## src/sv/rgbobd_pkg.sv

```systemverilog
// Shared constants, types and helper functions for the RGB 2x2x2 box downsampler.
// No dependencies; every other file in sv/ imports this package.
package rgbobd_pkg;

	// Largest source sizes the block supports
	localparam int unsigned MAX_IN_WIDTH  = 1024;
	localparam int unsigned MAX_IN_HEIGHT = 1024;
	localparam int unsigned MAX_IN_DEPTH  = 1024;

	localparam int unsigned MAX_DIM_WH = (MAX_IN_WIDTH > MAX_IN_HEIGHT) ? MAX_IN_WIDTH
		: MAX_IN_HEIGHT;
	localparam int unsigned MAX_DIM    = (MAX_DIM_WH > MAX_IN_DEPTH) ? MAX_DIM_WH
		: MAX_IN_DEPTH;

	// Size registers and source positions share one width
	localparam int unsigned DIM_W = $clog2(MAX_DIM + 1);

	// Fixed field widths
	localparam int unsigned CFG_W   = 11;
	localparam int unsigned CIDX_W  = 2;
	localparam int unsigned PIX_W   = 8;
	localparam int unsigned CH_W    = 11;
	localparam int unsigned ACC_W   = 3 * CH_W;
	localparam int unsigned SHIFT_W = 2;

	// Plane accumulator: one entry per output pixel of a plane
	localparam int unsigned ACC_ROW   = MAX_IN_WIDTH / 2;
	localparam int unsigned ACC_DEPTH = (MAX_IN_WIDTH / 2) * (MAX_IN_HEIGHT / 2);
	localparam int unsigned ACC_AW    = (ACC_DEPTH > 1) ? $clog2(ACC_DEPTH) : 1;

	typedef logic [DIM_W-1:0]  dim_t;
	typedef logic [ACC_AW-1:0] acc_addr_t;
	typedef logic [ACC_W-1:0]  acc_word_t;

	// Configuration register indexes
	typedef enum logic [CIDX_W-1:0] {
		REG_IN_WIDTH  = 2'd0,
		REG_IN_HEIGHT = 2'd1,
		REG_IN_DEPTH  = 2'd2
	} cfg_reg_t;

	// Current source volume size
	typedef struct packed {
		dim_t width;
		dim_t height;
		dim_t depth;
	} dims_t;

	// Decode of the next source pixel's place in its output cell
	typedef struct packed {
		acc_addr_t           addr;
		logic                keep;   // inside the output volume
		logic                first;  // opens a new cell sum
		logic                last;   // closes the cell
		logic                done;   // cell is the last of the volume
		logic [SHIFT_W-1:0]  shift;  // log2 of the sample weight
	} cell_t;

	// Finished output pixel handed to the output register
	typedef struct packed {
		logic             load;
		logic [PIX_W-1:0] red;
		logic [PIX_W-1:0] green;
		logic [PIX_W-1:0] blue;
		logic             done;
	} result_t;

	// Zero reads as one, oversize saturates to the maximum
	function automatic dim_t fit_size(input logic [CFG_W-1:0] v, input int unsigned maxv);
		dim_t r;
		if (v == '0) r = dim_t'(1);
		else if (32'(v) > maxv) r = dim_t'(maxv);
		else r = dim_t'(v);
		return r;
	endfunction

	// Half size, never below one
	function automatic dim_t half_dim(input dim_t n);
		dim_t h;
		h = n >> 1;
		if (h == '0) h = dim_t'(1);
		return h;
	endfunction

endpackage

```

## src/sv/rgbobd_scan.sv

```systemverilog
// Source position counters and decode of each pixel into its output cell.
// Depends on rgbobd_pkg.
module rgbobd_scan
	import rgbobd_pkg::*;
(
	input  logic  clk,
	input  logic  arst_n,
	input  dims_t dims,
	input  logic  restart,
	input  logic  in_fire,
	output cell_t slot
);

	dim_t x_q, y_q, z_q;
	dim_t ow, oh, od;
	dim_t ox, oy, oz;
	logic w1, h1, d1;
	logic x_end, y_end, z_end;

	// Raster position: x fastest, then y, then z; wraps after the volume
	always_ff @(posedge clk or negedge arst_n) begin
		if (!arst_n) begin
			x_q <= '0;
			y_q <= '0;
			z_q <= '0;
		end else if (restart) begin
			x_q <= '0;
			y_q <= '0;
			z_q <= '0;
		end else if (in_fire) begin
			if (x_end) begin
				x_q <= '0;
				if (y_end) begin
					y_q <= '0;
					z_q <= z_end ? '0 : z_q + dim_t'(1);
				end else begin
					y_q <= y_q + dim_t'(1);
				end
			end else begin
				x_q <= x_q + dim_t'(1);
			end
		end
	end

	// Cell decode
	always_comb begin
		x_end = (x_q == dims.width - dim_t'(1));
		y_end = (y_q == dims.height - dim_t'(1));
		z_end = (z_q == dims.depth - dim_t'(1));
		ow = half_dim(dims.width);
		oh = half_dim(dims.height);
		od = half_dim(dims.depth);
		ox = x_q >> 1;
		oy = y_q >> 1;
		oz = z_q >> 1;
		w1 = (dims.width == dim_t'(1));
		h1 = (dims.height == dim_t'(1));
		d1 = (dims.depth == dim_t'(1));
		slot.addr  = ACC_AW'(32'(oy) * ACC_ROW + 32'(ox));
		slot.keep  = (ox < ow) && (oy < oh) && (oz < od);
		slot.first = !(x_q[0] || y_q[0] || z_q[0]);
		slot.last  = (x_q[0] || w1) && (y_q[0] || h1) && (z_q[0] || d1);
		slot.done  = (ox == ow - dim_t'(1)) && (oy == oh - dim_t'(1)) && (oz == od - dim_t'(1));
		// an axis of size one counts its pixel twice
		slot.shift = SHIFT_W'(w1) + SHIFT_W'(h1) + SHIFT_W'(d1);
	end

	a_wrap: assert property (@(posedge clk) disable iff (!arst_n)
		(in_fire && !restart && x_end && y_end && z_end) |=> (x_q == '0 && y_q == '0 && z_q == '0))
		else $error("position did not wrap at end of volume");

endmodule

```

## config.mk

```make
export PLATFORM = sky130hd
export DESIGN_NAME = rgbobd_scan
export DESIGN_NICKNAME = d
export VERILOG_FILES = /design/src/sv/rgbobd_pkg.sv /design/src/sv/rgbobd_scan.sv
export SDC_FILE = /design/constraint.sdc
export NUM_CORES = 1
export LEC_CHECK = 0
export ABC_AREA = 1
export BUFFER_PORTS_ARGS = -buffer_cell sky130_fd_sc_hd__buf_2
export CORE_ASPECT_RATIO = 0.9
export CORE_UTILIZATION = 38
export CTS_CLUSTER_SIZE = 8
export DETAILED_ROUTE_END_ITERATION = 8
export GPL_ROUTABILITY_DRIVEN = 0
export GPL_TIMING_DRIVEN = 0
export SYNTH_ARGS = -nofsm -noshare
export SYNTH_HDL_FRONTEND = slang
export SYNTH_SLANG_ARGS = --single-unit
```

## constraint.sdc

```tcl
create_clock -name clk -period 2.2 [get_ports clk]
set_input_delay 0.22 -clock clk [delete_from_list [all_inputs] [get_ports clk]]
set_output_delay 0.22 -clock clk [all_outputs]
set_load 0.02 [all_outputs]
```

== Yosys cells after proc, flatten, opt, wreduce, memory -nomap -nowiden ==
Index checks and enable logic that the tools add are counted.
W data, S select, Z words.
Storage, ports and cells
  input port bits: 37
  logic and storage cells: 62
  bits in registers: 33
  output and inout bits: 24
Operators by class
  add/sub/neg operators: 12
  equal/unequal tests: 9
  magnitude comparators: 3
  reduce and logical (&&, ||, !) cells: 20
  mux-type cells: 15
Operators by type and width (number)
  $mux W11: 12
  $sub A11 B1 Y11 const B: 6
  $add A11 B1 Y11 const B: 3
  $eq A10 B11 Y1: 3
  $eq A11 B1 Y1 const B: 3
  $eq A11 B11 Y1: 3
  $logic_not A11 Y1: 3
  $mux W10: 3
  $lt A10 B11 Y1: 2
  $add A18 B10 Y18: 1
  $lt A10 B10 Y1: 1
  $logic_and A1 B1 Y1: 6
  $reduce_bool A2 Y1: 3
  $logic_or A1 B1 Y1: 5
  $reduce_and A3 Y1: 1
  $add A1 B1 Y2: 1
  $add A2 B1 Y2: 1
  $reduce_and A2 Y1: 1
  $logic_not A1 Y1: 1

== Longest topological paths before layout ==
Gate-level depths: netlist (run 1).
  word-level depth: 7
  depth in mapped cells: 19
  gate-level depth less buffers: 19

== Worst setup path before layout (run 1) ==
Ideal clock, no wire load.
  path kind: in2out
  start point: in dims[6] (netlist bit)
  end point: out slot[2] (netlist bit)
  stages: 18
  required time: 1980 ps
  arrival time: 2071 ps
  path buffers: 0
  path slack: -91 ps
  cell sequence: nor2_1 > nand2_1 > nor2_1 > nand2_1 > nand2_1 > inv_1 > ha_1 > nand2_1 > nand4_1 > nor2_1 > nand2_1 > nor2_1 > nand3_1 > nor2_1 > nand3_1 > nor2_1 > nand2_1 > nor2_1
RTL lines
  start: declaration: RTL line rgbobd_scan.sv:8  | input dims_t dims,
  end: declaration: RTL line rgbobd_scan.sv:11  | output cell_t slot

==> out/qor.txt, run 1 <==
Period minus WS final: 2510 ps
Post-Synthesis Cells: 790
top-count cell post-synth: nand2_1
flops & latches, synth: 33
H-tree lvl count: 2
DRT Wirelength: 15000 um
R2R depth: 11
clk_skew: 6.46 ps
area leader, netlist: nand2_1
VDD IR max: 0.000364 V
Post-synth EDFFs: 0
critical path class: reg2out
Worst Path Max Fanout: 7
NumNets Final: 987
pin count of the biggest net entering global routing: 34
RR Endpoint: y_q[7]
wire per inst: 14.1 um
initial DRC count: 322
I/O pin cnt: 61
crit start category: flip-flop
HP Class: in2async
worst path arrival time: 2290 ps
Congestion Overflow GR: 0
CP max stage delay: 450 ps
final setup fails: 1
Fill cells: 1231
post-synthesis net count: 872
first-pass GRT wire length: 23800 um
antenna violations before repair: 0
Hold-fix buffers, CTS: 0
Initial Util: 0.396
Skew-Pair Late Insertion Delay: 300 ps
number of global-route vias before repair: 4868
r2r startpoint: x_q[5]
post-layout util: 0.524
P per Cell Area: 390 mW/mm2
diode count: 0
cell area after synthesis: 0.00484 mm2
Post-synth top flop: dfrtp_1
CTS Root Cell: clkbuf_16
violated checks: setup timing
Slowest cell on crit path: dfrtp_2
vias per cell: 4.96
FP Rows: 38
Cell variety after synth: 38
max-slew violations: 0
Via Count: 5278
PortBufs: 60
die height: 109 um
Setup crit end kind: output port
core region area: 0.0122 mm2
final worst slack: -313 ps
synth top area cells: nand2_1, dfrtp_1, ha_1
Total Power: 0.00250 W
CP required: 1980 ps
Slew headroom: 0.447
GR Util All Layers: 0.232
final hold viol count: 0
chip width: 121 um
Syn Area/Cell: 6.12 um2
Max Clk Rate: 398 MHz
CTS buffer count: 5
ys async rst share: 1.00
DRC viols: 0
Post-DP HPWL: 11300 um
share of the synthesized area in the top cell type: 0.172
Worst path most repeated cell: nor2_2
Reg2Reg Setup Slack: 90 ps
Pre-antenna DRT Iters: 5
Syn. warnings: 0
Pleak: 3.25 nW
CP Cell Sequence: inv_1 -> ha_1 -> inv_1 -> nand4_1 -> nor2_2 -> nand2_1 -> nor2_2 -> nand3_1 -> nor2_2 -> nand3_1 -> nor2_1 -> nand2_1 -> nor2_4 -> buf_6
Fin Setup TNS: -313 ps
synth cell count leaders: nand2_1, inv_1, nor2_1
RSZ-0062 raised after global routing: true
final period utilization: 1.14
Layout area overhead: 32.5%
DIE AREA: 0.0132 mm2
CTS tree: built
max_cap viols: 0
layout cells sized above 1: 0.259
DRT antenna net count: 0
clock slew at reported path FFs: 60 ps
slew of the pin with the lowest slew margin: 829 ps
deepest clock path buffer count: 2
run status: complete, but fails checks
Seq/Total Area, Yosys: 0.171
CTS sink count: 33
==> timing repair <==
action                                 in CTS  in global routing
resized for setup                          95                 55
cloned                                      0                  1
pin swaps                                  39                 43
buffers inserted                           39                 14
endpoints found under the hold margin       0                  0
setup endpoints to repair                  13                 34
==> cells by family after synthesis <==
family,share of synthesized area
flops,0.171
fa+ha+maj,0.118
buf+inv,0.114
xor+xnor,0.126
compound gates,0.0673
simple gates,0.404
==> layer usage <==
| metal | GRT usage | part of all wire | up-vias |
|---|---|---|---|
| met4 | 0.0547 | 0.012 | 0 |
| met2 | 0.380 | 0.45 | 140 |
| met1 | 0.317 | 0.49 | 2381 |
| met5 | 0 | 0 | - |
| met3 | 0.0382 | 0.050 | 20 |
| li1 | - | - | 2737 |
==> stage by stage <==
stage                     cells  cell area (um2)  hold WS [ps]  worst slack (ps)
final                      1065             6410          17.4              -313
after CTS                  1056             6130          52.1              -460
after floorplan             790             4840         -75.6              17.7
after global routing       1065             6410          97.4              -487
after global placement     1010             5340           367              -834
after detailed placement   1010             5340           371              -798
==> cell type report <==
cell class	count	area [um2]	share of cell area
inverter	103	387	0.0603
buffer	27	178	0.0277
multi-input combinational	627	3860	0.602
sequential	33	841	0.131
clock inverter	2	35.0	0.00547
timing repair buffer	108	783	0.122
clock buffer	5	125	0.0195
tap	160	200	0.0312
==> worst max-delay path: cells and delay by family, from the launching register on <==
family / cells / cell delay, ps
adders and majority gates: 1 / 280
buffers and inverters: 3 / 240
and+or+nand+nor: 10 / 1030
DFF: 1 / 450
==> where the power goes <==
group          switching [W]  leakage (nW)  total (W)  internal [W]
combinational       0.000555          2.74   0.000951      0.000396
sequential         0.0000713         0.433   0.000722      0.000650
clock               0.000300        0.0797   0.000826      0.000526
total               0.000926          3.25    0.00250       0.00157
==> how the worst max path moves through the flow <==
stage	start	end	slack, ps
finish	y_q[1]	slot[2]	-310
global route	dims[17]	slot[2]	-490
CTS	dims[2]	slot[2]	-460
detailed placement	dims[29]	slot[2]	-800
global placement	dims[25]	slot[2]	-830
floorplan	dims[6]	slot[2]	20
==> layout by cell type, fill, tap and decap left out, types with 6 or more instances in the layout <==
cell and instances:
nand3_2 6, dfrtp_2 12, a21oi_2 8, xnor2_1 22, nand2_1 210, buf_2 43
ha_4 9, nand3_1 72, nor3_1 15, xor2_1 43, a21oi_1 13, nand2_2 12
buf_6 12, ha_1 35, inv_1 101, dfrtp_1 21, o21ai_0 15, o21ai_1 12
buf_4 69, nor2_4 18, nor2_1 79, nand4_1 12, nor2_2 14
==> state kept, by name, summed over array words and instances (netlist names) <==
register / count
y_q: 11
z_q: 11
x_q: 11
Note: power is estimated with default switching activity, not from simulation.
==> run 2: changes to the inputs <==
--- a/config.mk
+++ b/config.mk
@@ -5,7 +5,6 @@
 export SDC_FILE = /design/constraint.sdc
 export NUM_CORES = 1
 export LEC_CHECK = 0
-export ABC_AREA = 1
 export BUFFER_PORTS_ARGS = -buffer_cell sky130_fd_sc_hd__buf_2
 export CORE_ASPECT_RATIO = 0.9
 export CORE_UTILIZATION = 38
@@ -13,6 +12,8 @@
 export DETAILED_ROUTE_END_ITERATION = 8
 export GPL_ROUTABILITY_DRIVEN = 0
 export GPL_TIMING_DRIVEN = 0
+export REMOVE_ABC_BUFFERS = 1
+export SLEW_MARGIN = 15
 export SYNTH_ARGS = -nofsm -noshare
 export SYNTH_HDL_FRONTEND = slang
 export SYNTH_SLANG_ARGS = --single-unit
==> run 2 against run 1 <==
The flow still finishes with violations (setup timing). Critical path depth grew 1. Clock skew is essentially flat. Count of clock-buffer cells in the layout unchanged. Sequential cell count did not move. Sequential share of layout area is 1.9 points higher. Synthesized cell count is 29% lower. Register-to-register slack lost 290 ps. Non-clock buffer count shrank 49. Design area is 13% lower. Largest cell class unchanged. Largest power group is now the clock network. Highest routed layer unchanged.
==> out/qor.txt, run 2 <==
run status: complete, but fails checks
violated checks: setup timing
CTS buffer count: 5
pin count of the biggest net entering global routing: 34
commonest cells after routing, fill and taps aside: buf_2, inv_1, ha_1
WL met1: 6270 um
Slew headroom: 0.453
met2 wire len: 6800 um
die height: 104 um
critical path class: in2out
commonest non-fill, non-tap cell in the layout: buf_2
HP Class: in2async
synth cell count leaders: inv_1, ha_1, nor2_1
VDD IR max: 0.000276 V
post-layout util: 0.504
DR top layer: met4
FP Rows: 36
first-pass GRT wire length: 22200 um
CTS tree: built
Post-DP HPWL: 9880 um
Pleak: 2.52 nW
Worst Path Max Fanout: 6
diode count: 0
Setup crit end kind: output port
Post-DP Area: 0.00468 mm2
cell area after synthesis: 0.00437 mm2
initial DRC count: 257
Place WS: -1800 ps
GR Util All Layers: 0.235
P per Cell Area: 396 mW/mm2
PortBufs: 60
DRC viols: 0
flops & latches, synth: 33
DRT antenna net count: 0
Largest regs: x_q x11, y_q x11, z_q x11
R2R depth: 7
slew of the pin with the lowest slew margin: 820 ps
Period minus WS final: 3420 ps
RSZ-0062 raised after global routing: true
Skew-Pair Late Insertion Delay: 280 ps
max-slew violations: 0
Post-synth top flop: dfrtp_1
Post-Synthesis Cells: 563
CTS sink count: 33
NumNets Final: 706
Congestion Overflow GR: 0
clk_skew: 6.80 ps
number of global-route vias before repair: 4390
final worst slack: -1220 ps
layout cells sized above 1: 0.270
final setup fails: 24
H-tree lvl count: 2
CTS Root Cell: clkbuf_16
crit start category: primary input
DR WL met3: 757 um
share of the synthesized area in the top cell type: 0.189
core region area: 0.0110 mm2
area leader, netlist: dfrtp_1
Max Clk Rate: 293 MHz
antenna violations before repair: 0
Pre-antenna DRT Iters: 5
Seq/Total Area, Yosys: 0.189
Syn Area/Cell: 7.77 um2
final hold viol count: 0
Syn. warnings: 0
top-count cell post-synth: inv_1
DIE AREA: 0.0119 mm2
Total Power: 0.00220 W
Layout area overhead: 27.0%
worst path arrival time: 3200 ps
Cell variety after synth: 66
Final Cell Area: 0.00556 mm2
synth top area cells: dfrtp_1, ha_1, xnor2_1
deepest clock path buffer count: 2
ys async rst share: 1.00
wire per inst: 18.1 um
final period utilization: 1.55
CP required: 1980 ps
Hold WS: 30.9 ps
chip width: 115 um
Post-synth EDFFs: 0
Hold-fix buffers, CTS: 0
clock slew at reported path FFs: 60 ps
Via Count: 4489
Initial Util: 0.396
DRT Wirelength: 14100 um
max_cap viols: 0
vias per cell: 5.78
I/O pin cnt: 61
[run 2: final cells by class]
type	instances	area (um2)
fill	1049	5480
sequential	33	835
inverter	46	173
clock buffer	5	125
timing repair buffer	86	576
clock inverter	3	46.3
tap	152	190
multi-input combinational	452	3610
[run 2: routing by layer]
layer	up-vias	global-route usage
met5	-	0
met4	0	0.0742
met3	25	0.0328
met2	161	0.383
met1	2175	0.317
li1	2128	-
[run 2: cells by family after synthesis]
group	after synthesis	share of synthesized area
flops	33	0.189
xor+xnor	76	0.152
fa+ha+maj	45	0.130
simple gates	210	0.257
buf+inv	82	0.0815
mux	3	0.00687
compound gates	114	0.183
[run 2: worst paths after layout]
kind / start / to / slack (ps)
min in group clk: in_fire / x_q[0] / 320
max in group asynchronous: arst_n / y_q[5] / 1600
worst max-delay path: dims[6] / slot[2] / -1220
worst max register to register: y_q[5] / z_q[10] / -200
worst min register to register: z_q[3] / z_q[3] / 600
worst min-delay path: arst_n / x_q[4] / 30
[run 2: timing repair]
action,4_1_cts,5_1_grt
pin swaps,18,10
setup buffers,15,12
gates cloned,4,0
setup endpoints to repair,25,27
resized for setup,69,45
[run 2: where the power goes]
group          switching, W  internal [W]  total (W)
clock network      0.000292      0.000536   0.000828
logic              0.000399      0.000288   0.000687
registers         0.0000564      0.000632   0.000688
total              0.000747       0.00146    0.00220
[run 2: critical path, stage by stage]
cell and delay (ps):
buf_2 150, nor4_4 400, nand2_2 160, nor4_4 170, nor2_1 100, ha_1 200, nor2b_1 180, nand3_1 130
nor3_1 60, a21oi_1 190, o21ai_0 190, nor4_1 320, o2111ai_2 250, a2111oi_2 250, buf_2 220
[run 2: per-stage QoR]
| step | cells | TNS, ps |
|---|---|---|
| after floorplan | 527 | -7310 |
| after global placement | 739 | -25760 |
| after detailed placement | 739 | -25830 |
| after CTS | 766 | -2450 |
| after global routing | 777 | -5770 |
| final | 777 | -3630 |
