File: src/sv/rgbobd_pkg.sv
// Shared constants, types and helper functions for the RGB 2x2x2 box downsampler.
// No dependencies; every other file in sv/ imports this package.
package rgbobd_pkg;

	// Largest source sizes the block supports
	localparam int unsigned MAX_IN_WIDTH  = 1024;
	localparam int unsigned MAX_IN_HEIGHT = 1024;
	localparam int unsigned MAX_IN_DEPTH  = 1024;

	localparam int unsigned MAX_DIM_WH = (MAX_IN_WIDTH > MAX_IN_HEIGHT) ? MAX_IN_WIDTH
		: MAX_IN_HEIGHT;
	localparam int unsigned MAX_DIM    = (MAX_DIM_WH > MAX_IN_DEPTH) ? MAX_DIM_WH
		: MAX_IN_DEPTH;

	// Size registers and source positions share one width
	localparam int unsigned DIM_W = $clog2(MAX_DIM + 1);

	// Fixed field widths
	localparam int unsigned CFG_W   = 11;
	localparam int unsigned CIDX_W  = 2;
	localparam int unsigned PIX_W   = 8;
	localparam int unsigned CH_W    = 11;
	localparam int unsigned ACC_W   = 3 * CH_W;
	localparam int unsigned SHIFT_W = 2;

	// Plane accumulator: one entry per output pixel of a plane
	localparam int unsigned ACC_ROW   = MAX_IN_WIDTH / 2;
	localparam int unsigned ACC_DEPTH = (MAX_IN_WIDTH / 2) * (MAX_IN_HEIGHT / 2);
	localparam int unsigned ACC_AW    = (ACC_DEPTH > 1) ? $clog2(ACC_DEPTH) : 1;

	typedef logic [DIM_W-1:0]  dim_t;
	typedef logic [ACC_AW-1:0] acc_addr_t;
	typedef logic [ACC_W-1:0]  acc_word_t;

	// Configuration register indexes
	typedef enum logic [CIDX_W-1:0] {
		REG_IN_WIDTH  = 2'd0,
		REG_IN_HEIGHT = 2'd1,
		REG_IN_DEPTH  = 2'd2
	} cfg_reg_t;

	// Current source volume size
	typedef struct packed {
		dim_t width;
		dim_t height;
		dim_t depth;
	} dims_t;

	// Decode of the next source pixel's place in its output cell
	typedef struct packed {
		acc_addr_t           addr;
		logic                keep;   // inside the output volume
		logic                first;  // opens a new cell sum
		logic                last;   // closes the cell
		logic                done;   // cell is the last of the volume
		logic [SHIFT_W-1:0]  shift;  // log2 of the sample weight
	} cell_t;

	// Finished output pixel handed to the output register
	typedef struct packed {
		logic             load;
		logic [PIX_W-1:0] red;
		logic [PIX_W-1:0] green;
		logic [PIX_W-1:0] blue;
		logic             done;
	} result_t;

	// Zero reads as one, oversize saturates to the maximum
	function automatic dim_t fit_size(input logic [CFG_W-1:0] v, input int unsigned maxv);
		dim_t r;
		if (v == '0) r = dim_t'(1);
		else if (32'(v) > maxv) r = dim_t'(maxv);
		else r = dim_t'(v);
		return r;
	endfunction

	// Half size, never below one
	function automatic dim_t half_dim(input dim_t n);
		dim_t h;
		h = n >> 1;
		if (h == '0) h = dim_t'(1);
		return h;
	endfunction

endpackage

File: src/sv/rgbobd_cfg.sv
// Size registers of the downsampler, written over the configuration channel.
// Depends on rgbobd_pkg.
module rgbobd_cfg
	import rgbobd_pkg::*;
(
	input  logic              clk,
	input  logic              arst_n,
	input  logic              cfg_fire,
	input  logic [CIDX_W-1:0] cfg_index,
	input  logic [CFG_W-1:0]  cfg_data,
	output dims_t             dims,
	output logic              restart
);

	dim_t width_q, height_q, depth_q;

	// Register writes; an unknown index is ignored
	always_ff @(posedge clk or negedge arst_n) begin
		if (!arst_n) begin
			width_q  <= dim_t'(1);
			height_q <= dim_t'(1);
			depth_q  <= dim_t'(1);
		end else if (cfg_fire) begin
			unique case (cfg_reg_t'(cfg_index))
				REG_IN_WIDTH:  width_q  <= fit_size(cfg_data, MAX_IN_WIDTH);
				REG_IN_HEIGHT: height_q <= fit_size(cfg_data, MAX_IN_HEIGHT);
				REG_IN_DEPTH:  depth_q  <= fit_size(cfg_data, MAX_IN_DEPTH);
				default: ;
			endcase
		end
	end

	// Any valid register write starts a fresh volume
	always_comb begin
		restart = cfg_fire && (cfg_reg_t'(cfg_index) == REG_IN_WIDTH ||
			cfg_reg_t'(cfg_index) == REG_IN_HEIGHT || cfg_reg_t'(cfg_index) == REG_IN_DEPTH);
	end

	assign dims = '{width: width_q, height: height_q, depth: depth_q};

	a_dims_nonzero: assert property (@(posedge clk) disable iff (!arst_n)
		cfg_fire |=> (width_q != '0 && height_q != '0 && depth_q != '0))
		else $error("size register holds zero after a write");

endmodule

File: config.mk
export PLATFORM = sky130hd
export DESIGN_NAME = rgbobd_cfg
export DESIGN_NICKNAME = d
export VERILOG_FILES = /design/src/sv/rgbobd_pkg.sv /design/src/sv/rgbobd_cfg.sv
export SDC_FILE = /design/constraint.sdc
export NUM_CORES = 1
export LEC_CHECK = 0
export BUFFER_PORTS_ARGS = -buffer_cell sky130_fd_sc_hd__buf_4
export CAP_MARGIN = 20
export CORE_MARGIN = 2
export CORE_UTILIZATION = 50
export DETAILED_ROUTE_END_ITERATION = 8
export GPL_ROUTABILITY_DRIVEN = 0
export PLACE_DENSITY = 0.81
export SLEW_MARGIN = 20
export SYNTH_ARGS = -nofsm -noshare
export SYNTH_HDL_FRONTEND = slang
export SYNTH_SLANG_ARGS = --single-unit
File: constraint.sdc
create_clock -name clk -period 1.2 [get_ports clk]
set_input_delay 0.12 -clock clk [delete_from_list [all_inputs] [get_ports clk]]
set_output_delay 0.12 -clock clk [all_outputs]
set_load 0.03 [all_outputs]
**Word-level counts from Yosys, hierarchy flattened**

Index checks and enable logic that the tools add are counted.

- Bits in registers: 33

- $lt $le $gt $ge: 1
- Reductions and logical operators: 8
- Mux-type cells: 2
- Equal/unequal tests: 2

Operator list:

| kind | count |
|---|---|
| 11-bit two-way mux | 2 |
| 11-bit greater-than comparator, second input constant | 1 |
| 11-bit zero test | 1 |
| 2-bit AND reduction | 3 |
| 2-bit by 1-bit equality test with 1-bit output, second input constant | 1 |
| 2-bit equality test, second input constant | 1 |
| 2-bit zero test | 1 |
| 1-bit logical OR | 2 |
| 1-bit logical AND | 1 |

**Longest topological paths before layout**

Gate-level depths: netlist of the first run.

- Word-level depth: 4
- Mapped depth: 4

**Least setup slack after synthesis of the first run**

No wires, ideal clock.

- Path kind: in2out
- Start point: in cfg_fire
- End point: out restart
- Stages: 1
- Required time: 1.080 ns
- Setup slack: 0.241 ns
- Data arrival time: 0.839 ns
- Cell sequence: a21boi_0

- Word-level cells in the longest chain between the ends: 1

RTL lines:

| what | line | text |
|---|---|---|
| start, declared | rgbobd_cfg.sv:8 | `input logic cfg_fire,` |
| 1-bit logical AND | rgbobd_cfg.sv:35 | `restart = cfg_fire && (cfg_reg_t'(cfg_index) == REG_IN_WIDTH \|\|` |
| end, declared | rgbobd_cfg.sv:12 | `output logic restart` |

No other way between the ends.

**Worst setup path after layout of the first run**

- Start point: reg depth_q[0]
- End point: out dims[0] (netlist name)

RTL lines:

| what | line | text |
|---|---|---|
| start, declared | rgbobd_cfg.sv:15 | `dim_t width_q, height_q, depth_q;` |
| start signal, assigned | rgbobd_cfg.sv:22 | `depth_q <= dim_t'(1);` |
| start signal, assigned | rgbobd_cfg.sv:27 | `REG_IN_DEPTH: depth_q <= fit_size(cfg_data, MAX_IN_DEPTH);` |
| end, declared | rgbobd_cfg.sv:11 | `output dims_t dims,` |

No word-level cell between the ends.

==> impl_metrics.csv, run 1 <==
group,metric,value,unit
cts,cts_setup_buffers,0,
layout,layout_commonest_cell,"buf_4",
power_and_ir_drop,p_seq_share,48.3,%
power_and_ir_drop,leakage,0.910,nW
timing,slew_headroom,73.4,%
worst_setup_path,required,1.08,ns
layout,design_area,1770,um^2
cts,clk_pin_slew,0.11,ns
hold_path,holdPathStages,3,
layout,fillers,198,
cts,clock_latency,0.34,ns
routing,dr.pass1.iters,4,
worst_setup_path,critPathArrivalTime,1.06,ns
power_and_ir_drop,comb_power_share,29.9,%
power_and_ir_drop,sw_frac_of_total,36.4,%
power_and_ir_drop,p_clk_share,21.8,%
cts,htreeDepth,2,
place,portBuffers,49,
layout,drive_gt1_share,41.6,%
global_routing,grt_first_pass_wirelength,5120,um
routing,wirelength,3190,um
place,dp_hpwl,2280,um
floorplanning,die_w,55.2,um
layout,multi_input_area,423,um^2
timing,post-route-min-period,1.18,ns
floorplanning,ios,50,
place,dp_cells,199,
routing,post-route-drc-count,0,
logic_synthesis,synth_seq_area_share,63.3,%
layout,num_antenna_cells,0,
worst_setup_path,r2r-end,"depth_q[0]",
hold_path,hold_path.class,"input port to register",
worst_setup_path,startpoint,"depth_q[0]",
timing,rsz0062_at_grt,"true",
worst_setup_path,rrSetupSlack,0.38,ns
cts,clk_path_buf_depth,2,
power_and_ir_drop,p_sw,1.04,mW
power_and_ir_drop,ir_drop,1.16,mV
routing,ant_nets,0,
timing,hold_viol,0,
timing,tightest_slew,0.396,ns
layout,area_growth,35.1,%
floorplanning,fp-row-count,18,
logic_synthesis,synth_fp_nets,140,
floorplanning,initial_core_util,52.9,%
worst_setup_path,path_delay_family,"flip-flops",
layout,final-seq-area,830,um^2
logic_synthesis,syn_area_per_cell,10.6,um^2
floorplanning,core_area,2480,um^2
cts,clock_sinks,33,
flow_run,maxCapViolCount,0,
worst_setup_path,slowest_delay,0.58,ns
global_routing,gr-usage-all-layers,22.5,%
hold_path,hold_end,"width_q[5]",
logic_synthesis,netlist_instances,124,
worst_setup_path,worstPathMaxFanout,2,
logic_synthesis,ys_warn_count,0,
logic_synthesis,yosys_register_bits,33,
worst_setup_path,reg2reg_depth,2,
routing,routedWlPerCell,15.3,um
routing,drt_iter0_drc,39,
worst_setup_path,crit_path_start_kind,"register",
routing,via_count,1116,
global_routing,grt_max_degree,34,
floorplanning,dieArea,3050,um^2
worst_setup_path,crit_path_end_kind,"primary output",
global_routing,antenna_found_initial,0,
hold_path,holdCritStartpoint,"cfg_data[5]",
layout,mostFrequentLayoutCells,"49 x buf_4, 39 x nand2_1, 30 x dfrtp_1",
logic_synthesis,ys_types,16,
layout,nets,193,
timing,skew,0,ns
timing,setup_viol,0,
global_routing,grt_overflow,0,
cts,cts_buffers,5,
worst_setup_path,path_cells,"buf_6",
floorplanning,die_height,55.2,um
worst_setup_path,crit_buf_inv,1,
worst_setup_path,criticalPathCategory,"register to primary output",
layout,fin_cells,208,
worst_setup_path,slowest_stage,"dfstp_2",
logic_synthesis,syn-cell-area,1310,um^2
cts,cts_tree,"done",
timing,fin_crit_sh,98.0,%
power_and_ir_drop,finalPower,2.85,mW
routing,via_per_inst,5.37,
power_and_ir_drop,p_per_area,1610,nW/um^2
power_and_ir_drop,p_int,1.81,mW
global_routing,grt_pass1_vias,1027,
worst_setup_path,worstReg2RegStart,"depth_q[0]",
place,place_area,1700,um^2
cts,clock-root-buffer,"clkbuf_4",
timing,report.final.slew_viol_count,0,
run_status,status,"finished clean",
timing,max_freq,851,MHz
==> metal layers <==
metal | track usage, % | share of wire [%] | vias up
met5 | 0 | 0 | -
met4 | 9.41 | 1.9 | 0
met3 | 9.13 | 9.1 | 7
met2 | 32.8 | 47 | 64
met1 | 29.9 | 42 | 528
li1 | - | - | 517
==> registers in the layout, indices dropped and copies added (netlist names) <==
register and flops:
width_q 11, depth_q 11, height_q 11
==> cell families (layout without fill, tap and decap cells) <==
logic type | Yosys count | in the layout | share of synthesized area (%)
AOI/OAI and AO/OA | 32 | 32 | 15.6
buffers and inverters | 11 | 65 | 4.48
DFF | 33 | 33 | 63.3
muxes | 3 | 3 | 2.29
and+or+nand+nor | 45 | 45 | 14.4
==> worst max path at each step <==
stage	end	cells after the start	slack (ns)
detailed placement	width_q[7]	4	0.10
global placement	width_q[10]	4	0.12
finish	dims[0]	1	0.02
CTS	dims[22]	1	0.002
floorplan	restart	1	0.24
global route	dims[0]	1	-0.01
==> synthesized netlist by cell type <==
cell       n  area, um^2
or3b_4     1        11.3
a21boi_0   1        7.51
nand3b_1   2        15.0
nor2_1     1        3.75
inv_1      4        15.0
o21ai_0   20         100
mux2i_1    3        30.0
clkbuf_1   3        11.3
nand2_1   39         146
a32oi_1    1        8.76
buf_2      2        10.0
dfstp_2    3        78.8
buf_6      2        22.5
nor4_1     2        12.5
dfrtp_1   30         751
o21ai_2   10        87.6
==> power by group through the flow <==
stage / clock, mW / sequential (mW) / combinational (mW)
global placement: 0 / 1.38 / 0.821
finish: 0.619 / 1.37 / 0.851
global route: 0.686 / 1.39 / 0.910
detailed placement: 0 / 1.39 / 0.843
floorplan: 0 / 1.68 / 0.178
CTS: 0.632 / 1.37 / 0.851
==> cell type report <==
type | instances | area share (%)
Sequential cell | 33 | 46.8
Clock buffer | 5 | 2.12
Inverter | 4 | 0.847
Timing Repair Buffer | 53 | 23.2
Multi-Input combinational cell | 80 | 23.9
Clock inverter | 3 | 0.989
Tap cell | 30 | 2.12
==> what timing repair did <==
action,4_1_cts,5_1_grt
hold buffers,1,0
pin swaps,0,0
endpoints found under the hold margin,32,0
setup endpoints to repair,1,3
cloned,0,0
gates resized for setup,1,2
==> metrics by stage <==
step                hold WS [ns]  TNS (ns)  worst slack [ns]  util, %
global route              0.0936   -0.0248           -0.0129     71.5
floorplan                 -0.176         0             0.241        -
finish                    0.0978         0            0.0245     71.5
global placement          0.0681         0             0.117     68.4
detailed placement        0.0758         0             0.101     68.4
CTS                       0.0920         0           0.00151     71.2
Power figures use the tool's default switching activity.
==> run 2, diff against run 1 <==
--- a/config.mk
+++ b/config.mk
@@ -5,13 +5,14 @@
 export SDC_FILE = /design/constraint.sdc
 export NUM_CORES = 1
 export LEC_CHECK = 0
+export ABC_AREA = 1
 export BUFFER_PORTS_ARGS = -buffer_cell sky130_fd_sc_hd__buf_4
 export CAP_MARGIN = 20
 export CORE_MARGIN = 2
 export CORE_UTILIZATION = 50
 export DETAILED_ROUTE_END_ITERATION = 8
 export GPL_ROUTABILITY_DRIVEN = 0
-export PLACE_DENSITY = 0.81
+export PLACE_DENSITY = 0.8
 export SLEW_MARGIN = 20
 export SYNTH_ARGS = -nofsm -noshare
 export SYNTH_HDL_FRONTEND = slang
==> impl_metrics.csv, run 2 <==
group,metric,value,unit
place,portBuffers,49,
power_and_ir_drop,p_int,2.07,mW
layout,area_growth,34.9,%
power_and_ir_drop,p_seq_share,44.0,%
cts,cts_tree,"done",
routing,ant_nets,0,
power_and_ir_drop,p_clk_share,28.5,%
global_routing,grt_max_degree,34,
layout,reg.largest.list,"depth_q: 11 flops, height_q: 11 flops, width_q: 11 flops",
timing,hold_viol,0,
power_and_ir_drop,p_sw,1.00,mW
layout,fin_cells,248,
logic_synthesis,synth_top_area_share,52.7,%
worst_setup_path,slowest_stage,"dfstp_2",
power_and_ir_drop,leakage,1.07,nW
floorplanning,die_w,57.4,um
power_and_ir_drop,sw_frac_of_total,32.5,%
timing,hold-worst-slack,0.0321,ns
timing,tightest_slew,0.405,ns
logic_synthesis,syn-cell-area,1420,um^2
worst_setup_path,criticalPathCategory,"register to primary output",
routing,drt_iter0_drc,24,
place,dp_cells,239,
logic_synthesis,yosys.area.top_type,"dfrtp_1",
power_and_ir_drop,comb_power_share,27.5,%
logic_synthesis,postSynth.asyncResetShare,100,%
routing,post-route-drc-count,0,
worst_setup_path,worstPathMaxFanout,2,
logic_synthesis,synth_fp_nets,175,
timing,rsz0062_at_grt,"false",
layout,drive_gt1_share,34.1,%
hold_path,hold_path.class,"input port to register",
logic_synthesis,synth_edf_count,0,
logic_synthesis,ys_warn_count,0,
logic_synthesis,syn_area_per_cell,8.96,um^2
timing,report.final.slew_viol_count,0,
routing,via_count,1261,
global_routing,antenna_found_initial,0,
worst_setup_path,crit_path_end_kind,"primary output",
floorplanning,dieArea,3290,um^2
power_and_ir_drop,ir_drop,1.32,mV
worst_setup_path,path_cells,"buf_4",
logic_synthesis,yosys-top-cells-area,"dfrtp_1 53%, nand2_1 18%, nand3_1 6.0%",
timing,post-route-min-period,1.17,ns
cts,clk_pin_slew,0.11,ns
routing,dr.pass1.iters,4,
worst_setup_path,crit_path_start_kind,"register",
cts,cts_buffers,5,
logic_synthesis,synth_seq_area_share,58.3,%
floorplanning,die_height,57.4,um
power_and_ir_drop,p_per_area,1600,nW/um^2
worst_setup_path,required,1.08,ns
logic_synthesis,yosys_register_bits,33,
timing,setup_viol,0,
worst_setup_path,startpoint,"depth_q[0]",
timing,skew,0,ns
cts,htreeDepth,2,
global_routing,gr-usage-all-layers,23.0,%
logic_synthesis,netlist_instances,159,
place,dp_hpwl,2560,um
layout,final_util,70.3,%
cts,clock_sinks,33,
routing,routedWlPerCell,13.8,um
routing,wirelength,3410,um
cts,clock-root-buffer,"clkbuf_4",
worst_setup_path,critPathArrivalTime,1.05,ns
worst_setup_path,crit_buf_inv,1,
layout,fillers,213,
worst_setup_path,worstReg2RegStart,"height_q[0]",
layout,num_antenna_cells,0,
floorplanning,fp-row-count,19,
global_routing,grt_overflow,0,
hold_path,holdCritStartpoint,"cfg_data[4]",
cts,clk_path_buf_depth,2,
global_routing,grt_pass1_vias,1228,
layout,layout_commonest_cell,"nand2_1",
run_status,status,"finished clean",
layout,mostFrequentLayoutCells,"67 x nand2_1, 52 x buf_4, 30 x dfrtp_1",
timing,max_freq,858,MHz
cts,clock_latency,0.34,ns
floorplanning,core_area,2730,um^2
worst_setup_path,slowest_delay,0.55,ns
worst_setup_path,path_delay_family,"flip-flops",
timing,slew_headroom,73.0,%
routing,via_per_inst,5.08,
flow_run,maxCapViolCount,0,
floorplanning,ios,50,
logic_synthesis,yosysMostFrequentCell,"nand2_1",
layout,nets,232,
timing,fin_tns_setup,0,ns
floorplanning,initial_core_util,52.1,%
timing,fin_crit_sh,97.2,%
logic_synthesis,yosys-top-cells-count,"67 x nand2_1, 30 x dfrtp_1, 17 x nand3_1",
logic_synthesis,synth-main-ff-cell,"dfrtp_1",
global_routing,grt_first_pass_wirelength,5700,um
logic_synthesis,ys_types,20,
[run 2: cell count changes after synthesis, sizes merged, moves of 2 or more]
cell	before	now
o21a	0	3
nand3	0	17
nand2	39	69
nand3b	2	0
inv	4	12
mux2i	3	0
nor4	2	0
nor2	1	11
clkbuf	3	0
o21ai	30	7
[run 2: power groups by stage]
stage          Combinational (mW)  Clock, mW  Sequential (mW)
3_5_place_dp                0.851          0             1.37
4_1_cts                     0.855      0.887             1.35
5_1_grt                     0.900      0.933             1.37
3_3_place_gp                0.836          0             1.36
6_report                    0.845      0.875             1.35
2_1_floorplan               0.193          0             1.66
[run 2: final cells by class]
cell class	instances	area (um^2)	area share (%)
Multi-Input combinational cell	111	522	27.2
Clock inverter	1	30.0	1.56
Clock buffer	7	55.1	2.87
Tap cell	31	38.8	2.02
Inverter	12	45.0	2.35
Sequential cell	33	830	43.2
Timing Repair Buffer	53	400	20.8
[run 2: per-layer routing]
metal	part of all wire [%]	up-vias	GRT usage [%]
met2	46	52	36.2
met1	44	588	30.0
li1	-	612	-
met4	2.0	0	9.30
met5	0	-	0
met3	7.5	9	6.58
[run 2: path summary, 6_finish.rpt]
check	cells after the start	endpoint	slack, ns
max in group asynchronous	2	width_q[0]	0.63
min in group asynchronous	2	height_q[4]	0.24
worst min register to register	2	depth_q[0]	0.48
worst max-delay path	1	dims[0]	0.03
worst min-delay path	3	depth_q[4]	0.03
worst max register to register	2	height_q[0]	0.47
[run 2: cells by family (layout without fill, tap and decap cells)]
kind of cell           after synthesis  after routing  share of synthesized area (%)
AO/OA/AOI/OAI                       12             12                           6.24
buffers and inverters               15             73                           5.10
flip-flops                          33             33                           58.3
AND/OR/NAND/NOR                     99             99                           30.4
[run 2: through the flow]
step	setup WS [ns]	power (mW)	cell area, um^2
after global placement	0.105	2.20	1830
after detailed placement	0.0898	2.22	1830
after CTS	0.0309	3.10	1920
after global routing	0.00117	3.21	1920
final	0.0340	3.07	1920
after floorplan	0.292	1.85	1420
[run 2: repair_timing]
item	CTS	global route
hold buffers	1	0
setup buffers	0	0
gates resized for setup	0	0
endpoints found under the hold margin	30	0
==> run 3, diff against run 2 <==
--- a/config.mk
+++ b/config.mk
@@ -12,6 +12,7 @@
 export CORE_UTILIZATION = 50
 export DETAILED_ROUTE_END_ITERATION = 8
 export GPL_ROUTABILITY_DRIVEN = 0
+export GPL_TIMING_DRIVEN = 0
 export PLACE_DENSITY = 0.8
 export SLEW_MARGIN = 20
 export SYNTH_ARGS = -nofsm -noshare
==> impl_metrics.csv, run 3 (synthesized netlist as in run 2, its figures left out) <==
group,metric,value,unit
global_routing,antenna_found_initial,0,
floorplanning,core_area,2730,um^2
cts,htreeDepth,2,
routing,via_per_inst,5.14,
power_and_ir_drop,p_per_area,1480,nW/um^2
worst_setup_path,crit_buf_inv,1,
floorplanning,fp-row-count,19,
power_and_ir_drop,ir_drop,1.35,mV
routing,via_count,1275,
worst_setup_path,criticalPathCategory,"register to primary output",
flow_run,maxCapViolCount,0,
worst_setup_path,crit_path_start_kind,"register",
routing,drt_iter0_drc,37,
floorplanning,ios,50,
place,portBuffers,49,
layout,multi_input_area,522,um^2
timing,fin_tns_setup,0,ns
hold_path,holdPathStages,3,
routing,post-route-drc-count,0,
worst_setup_path,critPathArrivalTime,1.04,ns
place,dp_hpwl,2590,um
layout,area_growth,33.7,%
layout,num_antenna_cells,0,
global_routing,grt_overflow,0,
cts,clock_sinks,33,
routing,dr.pass1.iters,4,
cts,clock_latency,0.34,ns
global_routing,gr-usage-all-layers,22.7,%
hold_path,hold_path.class,"input port to register",
timing,skew,0,ns
cts,clk_path_buf_depth,2,
layout,fillers,236,
timing,rsz0062_at_grt,"false",
cts,cts_buffers,5,
cts,cts_tree,"done",
layout,mostFrequentLayoutCells,"67 x nand2_1, 47 x buf_4, 30 x dfrtp_1",
global_routing,grt_max_degree,34,
routing,wirelength,3400,um
layout,reg.largest.list,"depth_q: 11 flops, height_q: 11 flops, width_q: 11 flops",
floorplanning,die_w,57.4,um
layout,final-seq-area,830,um^2
timing,hold_viol,0,
floorplanning,dieArea,3290,um^2
timing,slew_headroom,72.7,%
run_status,status,"finished clean",
timing,setup_viol,0,
layout,layout_commonest_cell,"nand2_1",
timing,max_freq,863,MHz
worst_setup_path,cp.depth,1,
routing,ant_nets,0,
worst_setup_path,crit_path_end_kind,"primary output",
worst_setup_path,required,1.08,ns
floorplanning,die_height,57.4,um
worst_setup_path,reg2reg_depth,2,
cts,clock-root-buffer,"clkbuf_4",
layout,nets,232,
layout,drive_gt1_share,34.6,%
cts,clk_pin_slew,0.11,ns
routing,routedWlPerCell,13.7,um
timing,post-route-min-period,1.16,ns
worst_setup_path,path_delay_family,"flip-flops",
worst_setup_path,slowest_stage,"dfstp_2",
timing,tightest_slew,0.409,ns
power_and_ir_drop,leakage,1.06,nW
timing,hold-worst-slack,0.0402,ns
timing,report.final.slew_viol_count,0,
global_routing,grt_first_pass_wirelength,5510,um
floorplanning,initial_core_util,52.1,%
cts,cts_setup_buffers,0,
worst_setup_path,worstPathMaxFanout,2,
global_routing,grt_pass1_vias,1220,
worst_setup_path,slowest_delay,0.56,ns
worst_setup_path,path_cells,"buf_6",
timing,fin_crit_sh,96.6,%
-- run 3: routing by layer --
layer | vias up | share of wire, % | track usage (%)
met5 | - | 0 | 0
met4 | 0 | 2.5 | 11.3
met3 | 10 | 9.0 | 6.58
met2 | 61 | 46 | 35.7
met1 | 592 | 42 | 28.6
li1 | 612 | - | -
-- run 3: report_power, final --
part | leakage (nW) | internal (mW) | switching (mW)
sequential | 0.419 | 1.27 | 0.0885
combinational | 0.611 | 0.317 | 0.537
clock | 0.0310 | 0.220 | 0.388
-- run 3: final timing paths --
check / from / end / slack [ns]
min in group asynchronous: arst_n / width_q[4] / 0.23
worst min register to register: height_q[0] / height_q[0] / 0.48
worst max-delay path: width_q[0] / dims[22] / 0.04
worst min-delay path: cfg_data[4] / depth_q[4] / 0.04
max in group asynchronous: arst_n / depth_q[0] / 0.63
worst max register to register: width_q[0] / width_q[0] / 0.47
-- run 3: layout make-up --
cell class	instances	area share, %
flip-flops and latches	33	43.6
multi-input cells	111	27.4
repair buffers	50	20.2
inverters	12	2.37
well taps	31	2.04
clock buffers	5	1.97
plain buffers	3	1.45
clock inverters	3	0.920
-- run 3: through the flow --
stage	setup WS, ns	total power [mW]	cell area, um^2	std cells	util [%]
after floorplan	0.292	1.85	1420	159	-
after global placement	0.121	2.20	1830	239	67.0
after detailed placement	0.0658	2.23	1830	239	67.0
after CTS	0.00127	2.84	1900	248	69.3
after global routing	0.000456	2.97	1900	248	69.6
final	0.0410	2.82	1900	248	69.6
-- run 3: repair_timing --
item	in CTS	in global routing
gates resized for setup	0	2
hold endpoints to repair	30	0
endpoints found under the setup margin	0	2
hold buffers	1	0
